<file path="src/rtl/bsn_pkg.sv">
// ----------------------------------------------------------------------------
// Box sort and suppression package
// Shared constants, payload types and fixed-point helpers for the unit.
// ----------------------------------------------------------------------------
package bsn_pkg;

   // Default sizes of the unit.
   localparam int BOX_CAPACITY_DEF = 64;
   localparam int KEEP_MAX_DEF     = 8;

   // Fraction bits of the normalized inputs.
   localparam int CENTRE_FRAC = 20;
   localparam int SIZE_FRAC   = 26;

   // Depth of the queue between front and back (power of two).
   localparam int QUEUE_DEPTH = 4;

   // Register widths and reset values.
   localparam int THR_W      = 20;
   localparam int SCALE_W    = 12;
   localparam int KEEP_W     = 4;
   localparam int CSR_IDX_W  = 2;
   localparam int CSR_DATA_W = 20;
   localparam int PROD_W     = 45;

   localparam logic [THR_W-1:0]   THR_RESET     = 20'd250;
   localparam logic [SCALE_W-1:0] SCALE_X_RESET = 12'd160;
   localparam logic [SCALE_W-1:0] SCALE_Y_RESET = 12'd128;
   localparam logic [KEEP_W-1:0]  KEEP_RESET    = 4'd1;

   // Register indexes of the configuration port.
   typedef enum logic [CSR_IDX_W-1:0] {
      CSR_OVERLAP_THRESHOLD = 2'd0,
      CSR_SCALE_X           = 2'd1,
      CSR_SCALE_Y           = 2'd2,
      CSR_KEEP_COUNT        = 2'd3
   } csr_index_type;

   // Request payload.
   typedef struct packed {
      logic signed [15:0] box_score;
      logic signed [31:0] center_x_raw;
      logic signed [31:0] center_y_raw;
      logic signed [31:0] width_raw;
      logic signed [31:0] height_raw;
      logic [7:0]         class_id;
      logic               is_alive;
      logic               last_box;
   } req_type;

   // Result payload.
   typedef struct packed {
      logic signed [15:0] out_score;
      logic signed [15:0] left_x;
      logic signed [15:0] top_y;
      logic signed [15:0] pixel_width;
      logic signed [15:0] pixel_height;
      logic [7:0]         out_class;
      logic               no_boxes;
      logic               last_result;
   } rsp_type;

   // Box geometry in pixels.
   typedef struct packed {
      logic signed [15:0] left;
      logic signed [15:0] top;
      logic signed [15:0] width;
      logic signed [15:0] height;
   } geom_type;

   // One stored candidate.
   typedef struct packed {
      logic               alive;
      logic signed [15:0] score;
      logic [7:0]         class_id;
      geom_type           geom;
   } box_entry_type;

   // One queue entry from front to back.
   typedef struct packed {
      logic          last_box;
      box_entry_type box;
   } queue_entry_type;

   // Saturate a product-wide value to signed 16 bits.
   function automatic logic signed [15:0] sat_wide(input logic signed [PROD_W-1:0] v);
      logic signed [15:0] r;
      if (v > 45'sd32767) begin
         r = 16'sh7fff;
      end else if (v < -45'sd32768) begin
         r = 16'sh8000;
      end else begin
         r = v[15:0];
      end
      return r;
   endfunction

   // Saturate a 17-bit difference to signed 16 bits.
   function automatic logic signed [15:0] sat_diff(input logic signed [16:0] v);
      logic signed [15:0] r;
      if (v > 17'sd32767) begin
         r = 16'sh7fff;
      end else if (v < -17'sd32768) begin
         r = 16'sh8000;
      end else begin
         r = v[15:0];
      end
      return r;
   endfunction

   // Divide a product by 2^frac, truncating toward zero, then saturate.
   function automatic logic signed [15:0] scale_down(input logic signed [PROD_W-1:0] p,
                                                     input int unsigned frac);
      logic signed [PROD_W-1:0] bias;
      logic signed [PROD_W-1:0] q;
      bias = p[PROD_W-1] ? ((45'sd1 <<< frac) - 45'sd1) : '0;
      q    = (p + bias) >>> frac;
      return sat_wide(q);
   endfunction

   // Left or top edge: centre minus half the size, half truncated toward zero.
   function automatic logic signed [15:0] edge_of(input logic signed [15:0] c,
                                                  input logic signed [15:0] s);
      logic signed [16:0] half;
      half = $signed(17'(s) + 17'(s[15])) >>> 1;
      return sat_diff(17'(c) - half);
   endfunction

   // Build a result from a stored box.
   function automatic rsp_type make_rsp(input box_entry_type b, input logic last);
      rsp_type r;
      r.out_score    = b.score;
      r.left_x       = b.geom.left;
      r.top_y        = b.geom.top;
      r.pixel_width  = b.geom.width;
      r.pixel_height = b.geom.height;
      r.out_class    = b.class_id;
      r.no_boxes     = 1'b0;
      r.last_result  = last;
      return r;
   endfunction

endpackage

</file>
<file path="src/rtl/bsn_front.sv">
// ----------------------------------------------------------------------------
// Box conversion front end
// Accepts requests and converts alive boxes to pixel geometry.
// ----------------------------------------------------------------------------
module bsn_front (
   input  logic                            clock,
   input  logic                            reset,
   input  logic                            req_valid,
   output logic                            req_ready,
   input  bsn_pkg::req_type                req_data,
   input  logic [bsn_pkg::SCALE_W-1:0]     scale_x,
   input  logic [bsn_pkg::SCALE_W-1:0]     scale_y,
   output logic                            push_valid,
   input  logic                            push_ready,
   output bsn_pkg::queue_entry_type        push_data
);

   logic signed [bsn_pkg::PROD_W-1:0] cx_prod_ff, cx_prod_in;
   logic signed [bsn_pkg::PROD_W-1:0] cy_prod_ff, cy_prod_in;
   logic signed [bsn_pkg::PROD_W-1:0] w_prod_ff, w_prod_in;
   logic signed [bsn_pkg::PROD_W-1:0] h_prod_ff, h_prod_in;
   bsn_pkg::req_type                  meta_ff, meta_in;
   logic                              s1_valid_ff, s1_valid_in;
   logic signed [12:0]                sx_ext, sy_ext;
   logic signed [15:0]                cx, cy, w, h;
   logic                              take;

   assign req_ready = !s1_valid_ff || push_ready;
   assign take      = req_valid && req_ready;
   assign sx_ext    = $signed({1'b0, scale_x});
   assign sy_ext    = $signed({1'b0, scale_y});

   // First stage: the four products.
   always_comb begin
      s1_valid_in = take || (s1_valid_ff && !push_ready);
      cx_prod_in  = cx_prod_ff;
      cy_prod_in  = cy_prod_ff;
      w_prod_in   = w_prod_ff;
      h_prod_in   = h_prod_ff;
      meta_in     = meta_ff;
      if (take) begin
         cx_prod_in = req_data.center_x_raw * sx_ext;
         cy_prod_in = req_data.center_y_raw * sy_ext;
         w_prod_in  = req_data.width_raw * sx_ext;
         h_prod_in  = req_data.height_raw * sy_ext;
         meta_in    = req_data;
      end
   end

   always_ff @(posedge clock) begin
      if (reset) begin
         s1_valid_ff <= 1'b0;
      end else begin
         s1_valid_ff <= s1_valid_in;
      end
      cx_prod_ff <= cx_prod_in;
      cy_prod_ff <= cy_prod_in;
      w_prod_ff  <= w_prod_in;
      h_prod_ff  <= h_prod_in;
      meta_ff    <= meta_in;
   end

   // Second stage: scale down, saturate and find the edges.
   always_comb begin
      cx = bsn_pkg::scale_down(cx_prod_ff, bsn_pkg::CENTRE_FRAC);
      cy = bsn_pkg::scale_down(cy_prod_ff, bsn_pkg::CENTRE_FRAC);
      w  = bsn_pkg::scale_down(w_prod_ff, bsn_pkg::SIZE_FRAC);
      h  = bsn_pkg::scale_down(h_prod_ff, bsn_pkg::SIZE_FRAC);
      push_data.last_box     = meta_ff.last_box;
      push_data.box.alive    = meta_ff.is_alive;
      push_data.box.score    = meta_ff.box_score;
      push_data.box.class_id = meta_ff.class_id;
      push_data.box.geom     = '0;
      if (meta_ff.is_alive) begin
         push_data.box.geom.left   = bsn_pkg::edge_of(cx, w);
         push_data.box.geom.top    = bsn_pkg::edge_of(cy, h);
         push_data.box.geom.width  = w;
         push_data.box.geom.height = h;
      end
   end

   assign push_valid = s1_valid_ff;

endmodule

</file>
<file path="config.mk">
export PLATFORM = sky130hd
export DESIGN_NAME = bsn_front
export DESIGN_NICKNAME = d
export VERILOG_FILES = /design/src/rtl/bsn_pkg.sv /design/src/rtl/bsn_front.sv
export SDC_FILE = /design/constraint.sdc
export NUM_CORES = 2
export LEC_CHECK = 0
export BUFFER_PORTS_ARGS = -buffer_cell sky130_fd_sc_hd__buf_2
export CORE_MARGIN = 2
export CORE_UTILIZATION = 29
export DETAILED_ROUTE_END_ITERATION = 7
export SLEW_MARGIN = 15
export SYNTH_ARGS = -nofsm -noshare
export SYNTH_HDL_FRONTEND = slang
export SYNTH_SLANG_ARGS = --single-unit
</file>
<file path="constraint.sdc">
create_clock -name clock -period 14.9 [get_ports clock]
set_input_delay 1.49 -clock clock [delete_from_list [all_inputs] [get_ports clock]]
set_output_delay 1.49 -clock clock [all_outputs]
set_load 0.02 [all_outputs]
</file>
# Word-level counts from Yosys, hierarchy flattened
# Cells that the tools add are included.
# word_totals
ff_bits,207
output_inout_bits,92
word_cells,56
# op_classes
add_sub_neg,8
multipliers,4
order_cmp,12
n_mux,17
n_reduce_logical,6
# op_table
cell,n
two-way mux 16 bit,12
multiplier 32 x 13 -> 45 bit,4
adder 45 x 21 -> 45 bit,2
adder 45 x 27 -> 45 bit,2
two-way mux 64 bit,1
two-way mux 26 bit,2
greater-than comparator 25 x 16 -> 1 bit (second input constant),2
less-than comparator 25 x 16 -> 1 bit (second input constant),2
two-way mux 20 bit,2
greater-than comparator 19 x 16 -> 1 bit (second input constant),2
less-than comparator 19 x 16 -> 1 bit (second input constant),2
adder 16 x 2 -> 17 bit,2
greater-than comparator 17 x 16 -> 1 bit (second input constant),2
less-than comparator 17 x 16 -> 1 bit (second input constant),2
subtractor 16 x 16 -> 17 bit,2
logical AND 1 bit,2
logical NOT 1 bit,2
logical OR 1 bit,2

# Logic depth before layout (Yosys ltp)
# depth
depth_word,11
mapped_depth,30
depth_no_buf,27

# Worst setup path after synthesis
# Ideal clock, no wire load.
# synth_path
kind,flip-flop to output port
start,register h_prod_ff[44] in the netlist's numbering
end,output port push_data[35] in the netlist's numbering
arrival_time_ns,6.821
required_ns,13.410
path_slack_ns,6.589
stages_incl_launch_ff,25
n_path_buf,2
cell_sequence,edfxtp_1 -> ha_1 -> nand4_2 -> or4_1 -> or4_4 -> a211oi_2 -> xnor2_1 -> a31oi_1 -> buf_2 -> nor2_1 -> nor2_1 -> ha_1 -> xnor2_1 -> ha_1 -> nor2b_1 -> o21ai_0 -> a21boi_0 -> o21a_1 -> o41a_1 -> a221o_1 -> nor4_1 -> o41ai_1 -> o21ai_0 -> clkbuf_1 -> o21a_1
# synth_rtl
element,line_no,source
"start, declared",bsn_front.sv:21,"logic signed [bsn_pkg::PROD_W-1:0] h_prod_ff, h_prod_in;"
"start signal, assigned",bsn_front.sv:59,h_prod_ff <= h_prod_in;
"end, declared",bsn_front.sv:15,output bsn_pkg::queue_entry_type push_data

==> results.md <==
- PortBufs: 273
- Arrival @ worst endpoint: 9.14 ns
- Largest net degree at the start of global routing: 72
- Boundary Pins: between 200 and 300
- Max clock buf depth: 3
- Final ANT Viol Nets: 0
- Post-DP Area: 69100 sq um
- Syn Nets: 9152
- Initial antenna violation count: 32
- Final wirelength: 175000 um
- Synth unique cells: between 80 and 90
- RePlAce Congestion: approximately 0.87
- Vias in the first global route: 52100
- Worst-Skew Late Latency: 0.64 ns
- Leading area contributor after synthesis: fa_1
- H-tree depth: 1
- CTS buffer count: 31
- Worst min path class: reg -> reg
- Initial drt markers: between 3000 and 4000
- Fraction of layout cells with a size suffix above 1: 0.0561
- Post-CTS Setup Inserts: 0
- Worst path required time: about 13 ns
- Final setup TNS: 0 ns
- Final setup margin: around 4.3 ns
- Max incr delay on CP: 1.06 ns
- Core area: approximately 220000 sq um
- Fin. max-slew vios: 0
- Synth Instances: around 7100
- DR vias: 48100
- Avg Cell Area, Syn: between 9 and 10 sq um
- CP max stage cell: edfxtp_1
- Crit end category: output port
- Initial Util: 0.292
- FP Rows: 173
- Unrepaired setup endpoints after global routing: no
- Rel. slew slack: 0.0898
- Remaining DRCs: 0
- First-pass GRT wire length: 289000 um
- Post-Syn Area: 65000 sq um
- Vias per inst: 4.75
- Share of the synthesized area in the top cell type: 0.417
- Largest cells by area after synthesis: fa_1, ha_1, edfxtp_1
- Chip Height: 478 um
- Worst setup path class: reg -> out
- Full die area: 228000 sq um
- Post-DP HPWL: 141000 um
- GR Util All Layers: 0.157
- Clock Pin Slew Worst Setup and Hold Paths: 0.06 ns
- Post-synth EDFFs: just over 200
- Register area share after synthesis: 0.0954
- Crit start category: flip-flop
- Asr flop ratio synth: 0
- Final min period: approximately 11 ns
- Synth warnings: 0
- Outcome: complete, no violations
- Resize count post-CTS: 0
- Worst Skew: 0.0149 ns
- Largest fanout on the critical path: 27
- Final critical-path share of the clock period: 0.713
- Slew @ Worst Pin: about 1.4 ns
- CTS tree: yes
- Layout Cell Area excl Fill: 70200 sq um
- Fmax: 0.0941 GHz
- Nets: 9159
- TritonRoute pass-1 iters: 5
- Top FF cell, synth: edfxtp_1
- Max Cap Viol: 0
- Hold_buf cts: 0
- Final hold violation count: 0
- Global route overflow: 0
- TritonCTS Sinks: 207
- Area delta synth->final: 7.96%
- Cell mode on critical path: o21ai_0
- Die width: about 480 um
- #FFs+latches synth: ~210
- Wire per inst: 17.3 um
- Worst slack, placed: ~5.0 ns
- Root Buffer: clkbuf_16
- Final setup vio count: 0
- Count leader, synth: inv_1
- Final hold slack: 0.519 ns
- Post-synth top cells: inv_1, fa_1, nand2_1, and2_1, ha_1
-- layer usage --
| layer | GRT usage | up-vias | share of wire |
|---|---|---|---|
| met3 | 0.0166 | 245 | 0.053 |
| met1 | 0.208 | 24800 | 0.43 |
| met2 | 0.270 | 1299 | 0.49 |
| met4 | 0.0467 | 16 | 0.032 |
| li1 | - | 21800 | - |
| met5 | 0 | - | 0.00050 |
-- metrics by stage --
stage / util / instances
finish: 0.316 / 10100
global route: 0.315 / 10100
CTS: 0.315 / 10100
detailed placement: 0.311 / 10000
global placement: 0.311 / 10000
floorplan: - / 7097
-- layout by cell type (no fill, tap or decap), drive strengths merged, types with 10 or more instances in the layout --
| master | n |
|---|---|
| a211o | 12 |
| a211oi | 27 |
| a21o | 110 |
| a21oi | 221 |
| a221o | 11 |
| a31o | 10 |
| a31oi | 20 |
| and2 | 831 |
| and3 | 42 |
| buf | 305 |
| clkbuf | 32 |
| diode | 25 |
| edfxtp | 206 |
| fa | 1354 |
| ha | 519 |
| inv | 1462 |
| nand2 | 888 |
| nand2b | 31 |
| nand3 | 67 |
| nand4 | 34 |
| nor2 | 142 |
| nor2b | 18 |
| nor3 | 51 |
| o2111ai | 10 |
| o211ai | 13 |
| o21a | 62 |
| o21ai | 166 |
| o21bai | 37 |
| or2 | 10 |
| or3 | 17 |
| xnor2 | 180 |
| xor2 | 93 |
-- cell type report --
class | count | area (sq um)
Clock buffer | 32 | 779
Inverter | 1452 | 5450
Multi-Input combinational cell | 5107 | 52200
Timing Repair Buffer | 305 | 1610
Tap cell | 2975 | 3720
Antenna cell | 25 | 62.6
Clock inverter | 25 | 225
Sequential cell | 207 | 6210
Fill cell | 23400 | 152000
-- worst max-delay path, delay by kind of cell, from the launching register on --
| kind | cells | cell delay [ns] |
|---|---|---|
| flip-flops | 1 | 1.06 |
| XOR/XNOR | 1 | 0.92 |
| buffers and inverters | 1 | 0.16 |
| AND/OR/NAND/NOR | 3 | 0.51 |
| AO/OA/AOI/OAI | 20 | 4.97 |
| adder cells (fa/ha/maj) | 3 | 0.84 |
-- final timing paths --
| path | start | endpoint | slack (ns) | cells after the start |
|---|---|---|---|---|
| setup reg to reg | push_valid | push_data[80] | 12.14 | 4 |
| setup / recovery | w_prod_ff[44] | push_data[60] | 4.27 | 28 |
| hold / removal | push_valid | push_valid | 0.52 | 2 |
| hold reg to reg | push_valid | push_valid | 0.52 | 2 |
-- sequential cells by signal (all words and copies together), names as in the netlist --
| signal | cells |
|---|---|
| h_prod_ff | 45 |
| cx_prod_ff | 45 |
| push_data | 26 |
| push_valid | 1 |
| cy_prod_ff | 45 |
| w_prod_ff | 45 |
-- kinds of logic after synthesis --
group / synth area share
AOI/OAI and AO/OA: 0.0787
xor gates and xnor gates: 0.0368
adders and majority gates: 0.517
buffers and inverters: 0.103
DFF: 0.0954
muxes: 0.00115
and+or+nand+nor: 0.168
Power is left out: the tool's default activity adds up to more than one toggle a clock period on the data nets, which glitch-free logic cannot reach.
