`config.mk`:
```
export PLATFORM = sky130hd
export DESIGN_NAME = bsn_queue
export DESIGN_NICKNAME = d
export VERILOG_FILES = /design/src/rtl/bsn_pkg.sv /design/src/rtl/bsn_queue.sv
export SDC_FILE = /design/constraint.sdc
export NUM_CORES = 1
export LEC_CHECK = 0
export BUFFER_PORTS_ARGS = -buffer_cell sky130_fd_sc_hd__buf_2
export CORE_ASPECT_RATIO = 1.4
export CORE_MARGIN = 5
export CORE_UTILIZATION = 60
export CTS_CLUSTER_DIAMETER = 30
export CTS_CLUSTER_SIZE = 28
export DETAILED_ROUTE_END_ITERATION = 6
export MAX_ROUTING_LAYER = met4
export PLACE_DENSITY = 0.83
export REMOVE_ABC_BUFFERS = 1
export SLEW_MARGIN = 20
export SYNTH_ARGS = -nofsm -noshare
export SYNTH_HDL_FRONTEND = slang
export SYNTH_SLANG_ARGS = --single-unit
export TNS_END_PERCENT = 10
```
`constraint.sdc`:
```
create_clock -name clock -period 8.9 [get_ports clock]
set_input_delay 0.89 -clock clock [delete_from_list [all_inputs] [get_ports clock]]
set_output_delay 0.89 -clock clock [all_outputs]
set_load 0.05 [all_outputs]
```
`src/rtl/bsn_pkg.sv`:
```
// ----------------------------------------------------------------------------
// Box sort and suppression package
// Shared constants, payload types and fixed-point helpers for the unit.
// ----------------------------------------------------------------------------
package bsn_pkg;

   // Default sizes of the unit.
   localparam int BOX_CAPACITY_DEF = 64;
   localparam int KEEP_MAX_DEF     = 8;

   // Fraction bits of the normalized inputs.
   localparam int CENTRE_FRAC = 20;
   localparam int SIZE_FRAC   = 26;

   // Depth of the queue between front and back (power of two).
   localparam int QUEUE_DEPTH = 4;

   // Register widths and reset values.
   localparam int THR_W      = 20;
   localparam int SCALE_W    = 12;
   localparam int KEEP_W     = 4;
   localparam int CSR_IDX_W  = 2;
   localparam int CSR_DATA_W = 20;
   localparam int PROD_W     = 45;

   localparam logic [THR_W-1:0]   THR_RESET     = 20'd250;
   localparam logic [SCALE_W-1:0] SCALE_X_RESET = 12'd160;
   localparam logic [SCALE_W-1:0] SCALE_Y_RESET = 12'd128;
   localparam logic [KEEP_W-1:0]  KEEP_RESET    = 4'd1;

   // Register indexes of the configuration port.
   typedef enum logic [CSR_IDX_W-1:0] {
      CSR_OVERLAP_THRESHOLD = 2'd0,
      CSR_SCALE_X           = 2'd1,
      CSR_SCALE_Y           = 2'd2,
      CSR_KEEP_COUNT        = 2'd3
   } csr_index_type;

   // Request payload.
   typedef struct packed {
      logic signed [15:0] box_score;
      logic signed [31:0] center_x_raw;
      logic signed [31:0] center_y_raw;
      logic signed [31:0] width_raw;
      logic signed [31:0] height_raw;
      logic [7:0]         class_id;
      logic               is_alive;
      logic               last_box;
   } req_type;

   // Result payload.
   typedef struct packed {
      logic signed [15:0] out_score;
      logic signed [15:0] left_x;
      logic signed [15:0] top_y;
      logic signed [15:0] pixel_width;
      logic signed [15:0] pixel_height;
      logic [7:0]         out_class;
      logic               no_boxes;
      logic               last_result;
   } rsp_type;

   // Box geometry in pixels.
   typedef struct packed {
      logic signed [15:0] left;
      logic signed [15:0] top;
      logic signed [15:0] width;
      logic signed [15:0] height;
   } geom_type;

   // One stored candidate.
   typedef struct packed {
      logic               alive;
      logic signed [15:0] score;
      logic [7:0]         class_id;
      geom_type           geom;
   } box_entry_type;

   // One queue entry from front to back.
   typedef struct packed {
      logic          last_box;
      box_entry_type box;
   } queue_entry_type;

   // Saturate a product-wide value to signed 16 bits.
   function automatic logic signed [15:0] sat_wide(input logic signed [PROD_W-1:0] v);
      logic signed [15:0] r;
      if (v > 45'sd32767) begin
         r = 16'sh7fff;
      end else if (v < -45'sd32768) begin
         r = 16'sh8000;
      end else begin
         r = v[15:0];
      end
      return r;
   endfunction

   // Saturate a 17-bit difference to signed 16 bits.
   function automatic logic signed [15:0] sat_diff(input logic signed [16:0] v);
      logic signed [15:0] r;
      if (v > 17'sd32767) begin
         r = 16'sh7fff;
      end else if (v < -17'sd32768) begin
         r = 16'sh8000;
      end else begin
         r = v[15:0];
      end
      return r;
   endfunction

   // Divide a product by 2^frac, truncating toward zero, then saturate.
   function automatic logic signed [15:0] scale_down(input logic signed [PROD_W-1:0] p,
                                                     input int unsigned frac);
      logic signed [PROD_W-1:0] bias;
      logic signed [PROD_W-1:0] q;
      bias = p[PROD_W-1] ? ((45'sd1 <<< frac) - 45'sd1) : '0;
      q    = (p + bias) >>> frac;
      return sat_wide(q);
   endfunction

   // Left or top edge: centre minus half the size, half truncated toward zero.
   function automatic logic signed [15:0] edge_of(input logic signed [15:0] c,
                                                  input logic signed [15:0] s);
      logic signed [16:0] half;
      half = $signed(17'(s) + 17'(s[15])) >>> 1;
      return sat_diff(17'(c) - half);
   endfunction

   // Build a result from a stored box.
   function automatic rsp_type make_rsp(input box_entry_type b, input logic last);
      rsp_type r;
      r.out_score    = b.score;
      r.left_x       = b.geom.left;
      r.top_y        = b.geom.top;
      r.pixel_width  = b.geom.width;
      r.pixel_height = b.geom.height;
      r.out_class    = b.class_id;
      r.no_boxes     = 1'b0;
      r.last_result  = last;
      return r;
   endfunction

endpackage

```
`src/rtl/bsn_queue.sv`:
```
// ----------------------------------------------------------------------------
// Front to back queue
// A short register queue that lets front and back stall on their own.
// ----------------------------------------------------------------------------
module bsn_queue (
   input  logic                     clock,
   input  logic                     reset,
   input  logic                     push_valid,
   output logic                     push_ready,
   input  bsn_pkg::queue_entry_type push_data,
   output logic                     pop_valid,
   input  logic                     pop_ready,
   output bsn_pkg::queue_entry_type pop_data
);

   localparam int QAW = $clog2(bsn_pkg::QUEUE_DEPTH);
   localparam int QCW = $clog2(bsn_pkg::QUEUE_DEPTH + 1);

   bsn_pkg::queue_entry_type entries_ff [bsn_pkg::QUEUE_DEPTH];
   logic [QAW-1:0] wr_ptr_ff, wr_ptr_in;
   logic [QAW-1:0] rd_ptr_ff, rd_ptr_in;
   logic [QCW-1:0] count_ff, count_in;
   logic           do_push, do_pop;

   assign push_ready = (count_ff != QCW'(bsn_pkg::QUEUE_DEPTH));
   assign pop_valid  = (count_ff != '0);
   assign pop_data   = entries_ff[rd_ptr_ff];
   assign do_push    = push_valid && push_ready;
   assign do_pop     = pop_valid && pop_ready;

   // Pointer and fill bookkeeping.
   always_comb begin
      wr_ptr_in = do_push ? QAW'(wr_ptr_ff + 1'b1) : wr_ptr_ff;
      rd_ptr_in = do_pop ? QAW'(rd_ptr_ff + 1'b1) : rd_ptr_ff;
      count_in  = count_ff;
      if (do_push && !do_pop) begin
         count_in = QCW'(count_ff + 1'b1);
      end else if (do_pop && !do_push) begin
         count_in = QCW'(count_ff - 1'b1);
      end
   end

   always_ff @(posedge clock) begin
      if (reset) begin
         wr_ptr_ff <= '0;
         rd_ptr_ff <= '0;
         count_ff  <= '0;
      end else begin
         wr_ptr_ff <= wr_ptr_in;
         rd_ptr_ff <= rd_ptr_in;
         count_ff  <= count_in;
      end
      if (do_push) begin
         entries_ff[wr_ptr_ff] <= push_data;
      end
   end

endmodule

```
## After elaboration in Yosys (flattened, before gate mapping)

Memories as Yosys holds them, arrays and structs flattened. A register that Yosys moved wholly into a read port is not among the register bits.
Cells that the tools add are included.

| word-level totals | value |
|---|---|
| memories kept | 1 |
| flip-flop bits (word level) | 7 |
| input port bits | 94 |
| memory bits (writable) | 360 |
| word-level logic and storage cells | 23 |

Memory list:

| name | depth | width | rd ports | clocked after Yosys merged registers in | write ports | RTL line | RTL |
|---|---|---|---|---|---|---|---|
| entries_ff | 4 | 90 | 1 | 1 | 1 | bsn_queue.sv:19 | `bsn_pkg::queue_entry_type entries_ff [bsn_pkg::QUEUE_DEPTH];` |

| operators by class | value |
|---|---|
| equal/unequal tests | 1 |
| reduce and logical (&&, ||, !) cells | 8 |
| add/subtract/negate cells | 4 |
| mux-type cells | 6 |

Operator list:

| kind | count |
|---|---|
| two-way mux 3 bit | 2 |
| adder 2 x 1 -> 2 bit (second input constant) | 2 |
| logical AND 1 bit | 4 |
| two-way mux 2 bit | 2 |
| adder 3 x 1 -> 3 bit (second input constant) | 1 |
| inequality test 3 bit (second input constant) | 1 |
| nonzero test 3 bit | 1 |
| subtractor 3 x 1 -> 3 bit (second input constant) | 1 |
| zero test 1 bit | 2 |
| two-way mux 1 bit | 2 |
| nonzero test 2 bit | 1 |

## Depth between registers and ports, before layout

Gate-level depths: netlist of the first run.

| depth | value |
|---|---|
| depth after elaboration | 6 |
| gate-level depth with buffers | 8 |

## Worst setup path after synthesis of the first run

OpenSTA, ideal clock, no wires.

| timing | value |
|---|---|
| path kind | input -> register |
| start point | in push_valid |
| end point | mem entries_ff[0][0] in the netlist's numbering (enable) |
| stages | 2 |
| required time | 8.441 ns |
| setup time | 0.459 ns |
| slack | 5.155 ns |
| arrival | 3.286 ns |
| buffers on the path | 0 |
| path through | a21boi_2 -> and2_1 |

| on the way | value |
|---|---|
| word-level cells in the longest chain between the ends | 3 |

RTL lines:

| what | RTL line | RTL |
|---|---|---|
| start, declared | bsn_queue.sv:8 | `input logic push_valid,` |
| logical AND 1 bit | bsn_queue.sv:28 | `assign do_push = push_valid && push_ready;` |
| two-way mux 1 bit | bsn_queue.sv:53 | `if (do_push) begin` |
| two-way mux 1 bit (implied by the code) | bsn_queue.sv:54 | `entries_ff[wr_ptr_ff] <= push_data;` |
| end, declared | bsn_queue.sv:19 |  |

Every way passes these cells.

==> impl_metrics.env, run 1 <==
export IMPL_drv_slew=0
export IMPL_clock_fmax_mhz=260
export IMPL_cts_setup_buffers=0
export IMPL_min_period_ns=3.84
export IMPL_drt_pass1_iter_count=4
export IMPL_drive_gt1_frac=0.477
export IMPL_multi_input_area_sq_um=2310
export IMPL_die_w_microns=137
export IMPL_htree_levels=2
export IMPL_grt_max_degree=69
export IMPL_die_area_sq_um=25700
export IMPL_cap_violations=0
export IMPL_start_util=0.606
export IMPL_fp_dieH_microns=188
export IMPL_required_ns=8.01
export IMPL_grt_pass1_wl_microns=39800
export IMPL_postCtsHoldBufs=0
export IMPL_slew_headroom=0.316
export IMPL_grt_antenna_before_repair=6
export IMPL_skew_ns=0.0271
export IMPL_dpl_instance_area_sq_um=14700
export IMPL_crit_path_start_kind="register"
export IMPL_seq_area_sq_um=11000
export IMPL_criticalPathCategory="reg2out"
export IMPL_power_mw=5.69
export IMPL_tns_ns=0
export IMPL_fin_crit_sh=0.432
export IMPL_postCtsResizedCells=0
export IMPL_core_area_sq_um=22400
export IMPL_routabilityCongestion=0.772
export IMPL_cts_tree="built"
export IMPL_ys_types=24
export IMPL_cp_max_fo=36
export IMPL_grt_usage=0.216
export IMPL_ff2ff_setup_slack_ns=6.23
export IMPL_most_common_layout_cells="360 x edfxtp_1, 185 x buf_2, 90 x mux4_2, 47 x clkbuf_16, 8 x nor2_1"
export IMPL_wirelength_microns=25900
export IMPL_overflow=0
export IMPL_finalHoldViolCount=0
export IMPL_synth_warnings=0
export IMPL_wl_per_cell_microns=24.1
export IMPL_clk_path_buf_depth=3
export IMPL_drcViolationCount=0
export IMPL_synthToLayoutAreaGrowth_pct=20.1
export IMPL_io_pins=186
export IMPL_ir_drop_mv=0.296
export IMPL_cp_end_kind="output port"
export IMPL_min_path_type="reg2reg"
export IMPL_stdcell_area_sq_um=16300
export IMPL_io_buffers=185
export IMPL_ys_seq_elements=369
export IMPL_final_common_cell="edfxtp_1"
export IMPL_cts_sinks=369
export IMPL_fill_cells=1259
export IMPL_synthesis_area_sq_um=13500
export IMPL_fin_hold_ws_ns=0.527
export IMPL_vias_per_cell=5.70
export IMPL_row_count=65
export IMPL_fin_cells=1075
export IMPL_rsz0062_at_grt="no"
export IMPL_syn_area_per_cell_sq_um=26.1
export IMPL_power_leakage_nw=5.51
export IMPL_seq_area_frac_synth=0.812
export IMPL_insertion_delay_ns=0.54
export IMPL_grt_pass1_vias=6881
export IMPL_powerDensity_nw_per_um2=350
export IMPL_tightest_slew_ns=1.03
export IMPL_final_nets=836
export IMPL_setup_violations=0
export IMPL_worstPathArrival_ns=2.95
export IMPL_cts_buffers=45
export IMPL_path_clk_slew_ns=0.06
export IMPL_syn_instance_count=518
export IMPL_place_inst=990
export IMPL_ant_nets=0
export IMPL_root_buffer="clkbuf_16"
export IMPL_drtIter0Drc=374
export IMPL_vias=6125
export IMPL_dp_hpwl_microns=15500
export IMPL_status="complete, no violations"
## logic make-up (layout without fill, tap and decap cells)
group | count (synthesis) | count (layout) | synth area share
flip-flops | 369 | 369 | 0.812
multiplexers | 93 | 93 | 0.152
buffers and inverters | 24 | 274 | 0.0188
AND/OR/NAND/NOR | 17 | 17 | 0.00619
adder cells (fa/ha/maj) | 6 | 6 | 0.00610
AO/OA/AOI/OAI | 5 | 5 | 0.00277
XOR/XNOR | 4 | 4 | 0.00259
other | 0 | 6 | 0
## stage by stage
| stage | utilization | worst slack (ns) |
|---|---|---|
| 2_1_floorplan | - | 3.43 |
| 3_3_place_gp | 0.656 | 5.22 |
| 3_5_place_dp | 0.657 | 5.53 |
| 4_1_cts | 0.727 | 4.95 |
| 5_1_grt | 0.727 | 4.80 |
| 6_report | 0.727 | 5.06 |
## power by group
part	switching, mW	internal (mW)
logic	1.12	0.490
registers	0.103	2.11
clock network	0.695	1.17
total	1.92	3.78
## synthesized netlist by cell type
cell type | count | area, sq um
inv_1 | 3 | 11.3
o31ai_1 | 1 | 7.51
buf_12 | 9 | 180
ha_1 | 5 | 62.6
o311ai_0 | 1 | 8.76
mux2_2 | 1 | 11.3
clkbuf_1 | 1 | 3.75
a21oi_1 | 1 | 5.00
a21boi_2 | 1 | 11.3
fa_1 | 1 | 20.0
xor2_1 | 4 | 35.0
o21ai_0 | 1 | 5.00
or3_1 | 2 | 12.5
and2_1 | 4 | 25.0
nor2_1 | 8 | 30.0
buf_6 | 1 | 11.3
dfxtp_1 | 9 | 180
mux2i_1 | 2 | 20.0
edfxtp_1 | 360 | 10800
buf_1 | 1 | 3.75
buf_2 | 9 | 45.0
nand2b_1 | 2 | 12.5
mux4_2 | 90 | 2030
nand2_1 | 1 | 3.75
## flip-flops by register name (all words and copies together) (netlist names), named ones only
name / count
count_ff: 3
rd_ptr_ff: 2
wr_ptr_ff: 2
entries_ff: 360
## routing by layer
metal | vias up | GRT usage | part of all wire
met4 | 0 | 0.0741 | 0.027
li1 | 2677 | - | -
met3 | 49 | 0.0403 | 0.055
met2 | 197 | 0.376 | 0.56
met5 | - | - | 0
met1 | 3202 | 0.250 | 0.35
## path summary, 6_finish.rpt
check | from | endpoint | cells after the start
min reg2reg | wr_ptr_ff[1]$_SDFFE_PP0P_ | wr_ptr_ff[1]$_SDFFE_PP0P_ | 2
min | wr_ptr_ff[1]$_SDFFE_PP0P_ | wr_ptr_ff[1]$_SDFFE_PP0P_ | 2
max reg2reg | count_ff[0]$_SDFFE_PP0P_ | entries_ff[1][44]$_DFFE_PP_ | 4
max | register | pop_data[56] | 3
## critical path: stages, from the launching register on
cell	delay, ns
dfxtp_4	0.80
buf_4	0.71
mux4_2	0.62
buf_2	0.23
## area by class of cell
| class | instances | share of cell area |
|---|---|---|
| clock inverter | 32 | 0.0240 |
| tap | 301 | 0.0232 |
| sequential | 369 | 0.676 |
| antenna | 6 | 0.000923 |
| timing repair buffer | 192 | 0.0609 |
| inverter | 3 | 0.000692 |
| clock buffer | 47 | 0.0723 |
| multi-input combinational | 125 | 0.142 |
Note: power is estimated with default switching activity, not from simulation.
==> run 2, diff against run 1 <==
Settings changed: CORE_UTILIZATION 60 to 51, PLACE_DENSITY 0.83 to 0.75.
Clock period 8.9 ns to 3.2 ns, I/O delays scaled along.
==> run 2 against run 1 <==
Net effect:
- combinational power rose to 2.9 times the previous value
- die area rose by 16%
- largest cell class unchanged
- flip-flop and latch count did not move
- non-clock buffer count rose by 56
- hold slack got worse by 0.51 ns
- largest power group unchanged
- clock-buffer cell count fell by 1
- sequential power rose to 2.7 times the previous value
==> impl_metrics.env, run 2 (synthesis gave the netlist of run 1 again) <==
export IMPL_power_leakage_nw=5.68
export IMPL_ir_drop_mv=0.435
export IMPL_wirelength_microns=27100
export IMPL_drtIter0Drc=442
export IMPL_die_w_microns=148
export IMPL_cp_max_fo=46
export IMPL_powerDensity_nw_per_um2=918
export IMPL_core_area_sq_um=26200
export IMPL_slowest_stage="dfxtp_4"
export IMPL_skew_ns=0.0169
export IMPL_most_common_layout_cells="360 x edfxtp_1, 185 x buf_2, 90 x mux4_2, 49 x dlygate4sd3_1, 43 x clkbuf_16"
export IMPL_synthToLayoutAreaGrowth_pct=23.3
export IMPL_drv_slew=0
export IMPL_fp_dieH_microns=203
export IMPL_htree_levels=2
export IMPL_fin_crit_sh=0.813
export IMPL_clk_path_buf_depth=3
export IMPL_largest_register="entries_ff"
export IMPL_insertion_delay_ns=0.53
export IMPL_ff2ff_setup_slack_ns=0.90
export IMPL_finalHoldViolCount=0
export IMPL_io_pins=186
export IMPL_crit_path_start_kind="register"
export IMPL_fill_cells=1671
export IMPL_vias_per_cell=5.52
export IMPL_routabilityCongestion=0.768
export IMPL_start_util=0.517
export IMPL_r2r_start="count_ff[0]$_SDFFE_PP0P_"
export IMPL_largest_reg_flops=360
export IMPL_cts_tree="built"
export IMPL_die_area_sq_um=30000
export IMPL_io_buffers=185
export IMPL_cp_end_kind="output port"
export IMPL_fin_hold_ws_ns=0.0217
export IMPL_grt_usage=0.191
export IMPL_whs_endpoint="entries_ff[1][80]$_DFFE_PP_"
export IMPL_cap_violations=0
export IMPL_ant_nets=0
export IMPL_grt_pass1_wl_microns=41700
export IMPL_tightest_slew_ns=0.685
export IMPL_grt_pass1_vias=6949
export IMPL_min_path_cells=1
export IMPL_vias=6344
export IMPL_reg2reg_depth=8
export IMPL_drcViolationCount=0
export IMPL_dp_hpwl_microns=16900
export IMPL_largestRegisters="entries_ff: 360 flops, count_ff: 3 flops"
export IMPL_required_ns=2.88
export IMPL_layout_setup_ws_ns=0.598
export IMPL_worstPathCellList="buf_4, mux4_2, buf_2"
export IMPL_clock_fmax_mhz=384
export IMPL_setup_violations=0
export IMPL_rsz0062_at_grt="no"
export IMPL_cts_buffers=41
export IMPL_cts_setup_buffers=0
export IMPL_wl_per_cell_microns=23.6
export IMPL_reg2reg_to="count_ff[2]$_SDFFE_PP0P_"
export IMPL_overflow=0
export IMPL_postCtsResizedCells=0
export IMPL_status="complete, no violations"
export IMPL_grt_max_degree=47
export IMPL_min_path_type="in2reg"
export IMPL_drt_pass1_iter_count=5
export IMPL_final_common_cell="edfxtp_1"
export IMPL_criticalPathCategory="reg2out"
export IMPL_dp_slack_ns=0.846
export IMPL_slowest_delay_ns=0.78
export IMPL_root_buffer="clkbuf_16"
export IMPL_grt_antenna_before_repair=6
export IMPL_worstPathArrival_ns=2.28
export IMPL_row_count=70
export IMPL_postCtsHoldBufs=49
export IMPL_final_nets=888
export IMPL_path_clk_slew_ns=0.06
export IMPL_slew_headroom=0.544
export IMPL_min_period_ns=2.60
export IMPL_hold_start="push_data[80]"
export IMPL_drive_gt1_frac=0.443
export IMPL_cts_sinks=369
==> run 2: metrics by stage <==
stage	std cells	power, mW	instance area (sq um)	utilization	setup TNS [ns]
floorplan	497	9.75	13300	-	-207.87
global placement	1020	10.8	14800	0.566	0
detailed placement	1020	10.9	14800	0.566	0
CTS	1144	15.5	16700	0.637	0
global route	1150	15.9	16700	0.638	0
finish	1150	15.3	16700	0.638	0
==> run 2: area by class of cell <==
class	count	area [sq um]	share of cell area
Sequential cell	369	11000	0.659
Tap cell	324	405	0.0243
Antenna cell	6	15.0	0.000899
Multi-Input combinational cell	125	2310	0.138
Timing Repair Buffer	248	1600	0.0956
Inverter	3	11.3	0.000674
Clock inverter	29	280	0.0168
Clock buffer	46	1090	0.0651
==> run 2: worst max-delay path, delay by kind of cell, from the launching register on <==
family | cells | cell delay (ns)
flip-flops | 1 | 0.78
buffers and inverters | 2 | 0.59
multiplexers | 1 | 0.34
==> run 2: worst max path at each step <==
stage,from,to,depth (start not counted)
2_1_floorplan,register,pop_data[0],1
3_3_place_gp,count_ff[0]$_SDFFE_PP0P_,entries_ff[1][18]$_DFFE_PP_,4
3_5_place_dp,count_ff[0]$_SDFFE_PP0P_,entries_ff[1][18]$_DFFE_PP_,4
4_1_cts,register,pop_data[32],3
5_1_grt,register,pop_data[32],3
6_report,register,pop_data[3],3
==> run 2: metal layers <==
layer  vias up  wire, microns  track usage
met5         -              0            -
met2       213          15100        0.329
li1       2790              -            -
met4         0            837       0.0716
met3        46           1550       0.0418
met1      3295           9620        0.220
==> run 2: power breakdown <==
group,leakage (nW),switching [mW],internal [mW]
clock,0.665,1.88,2.68
sequential,3.37,0.189,5.87
combinational,1.64,3.25,1.45
total,5.68,5.33,10.0
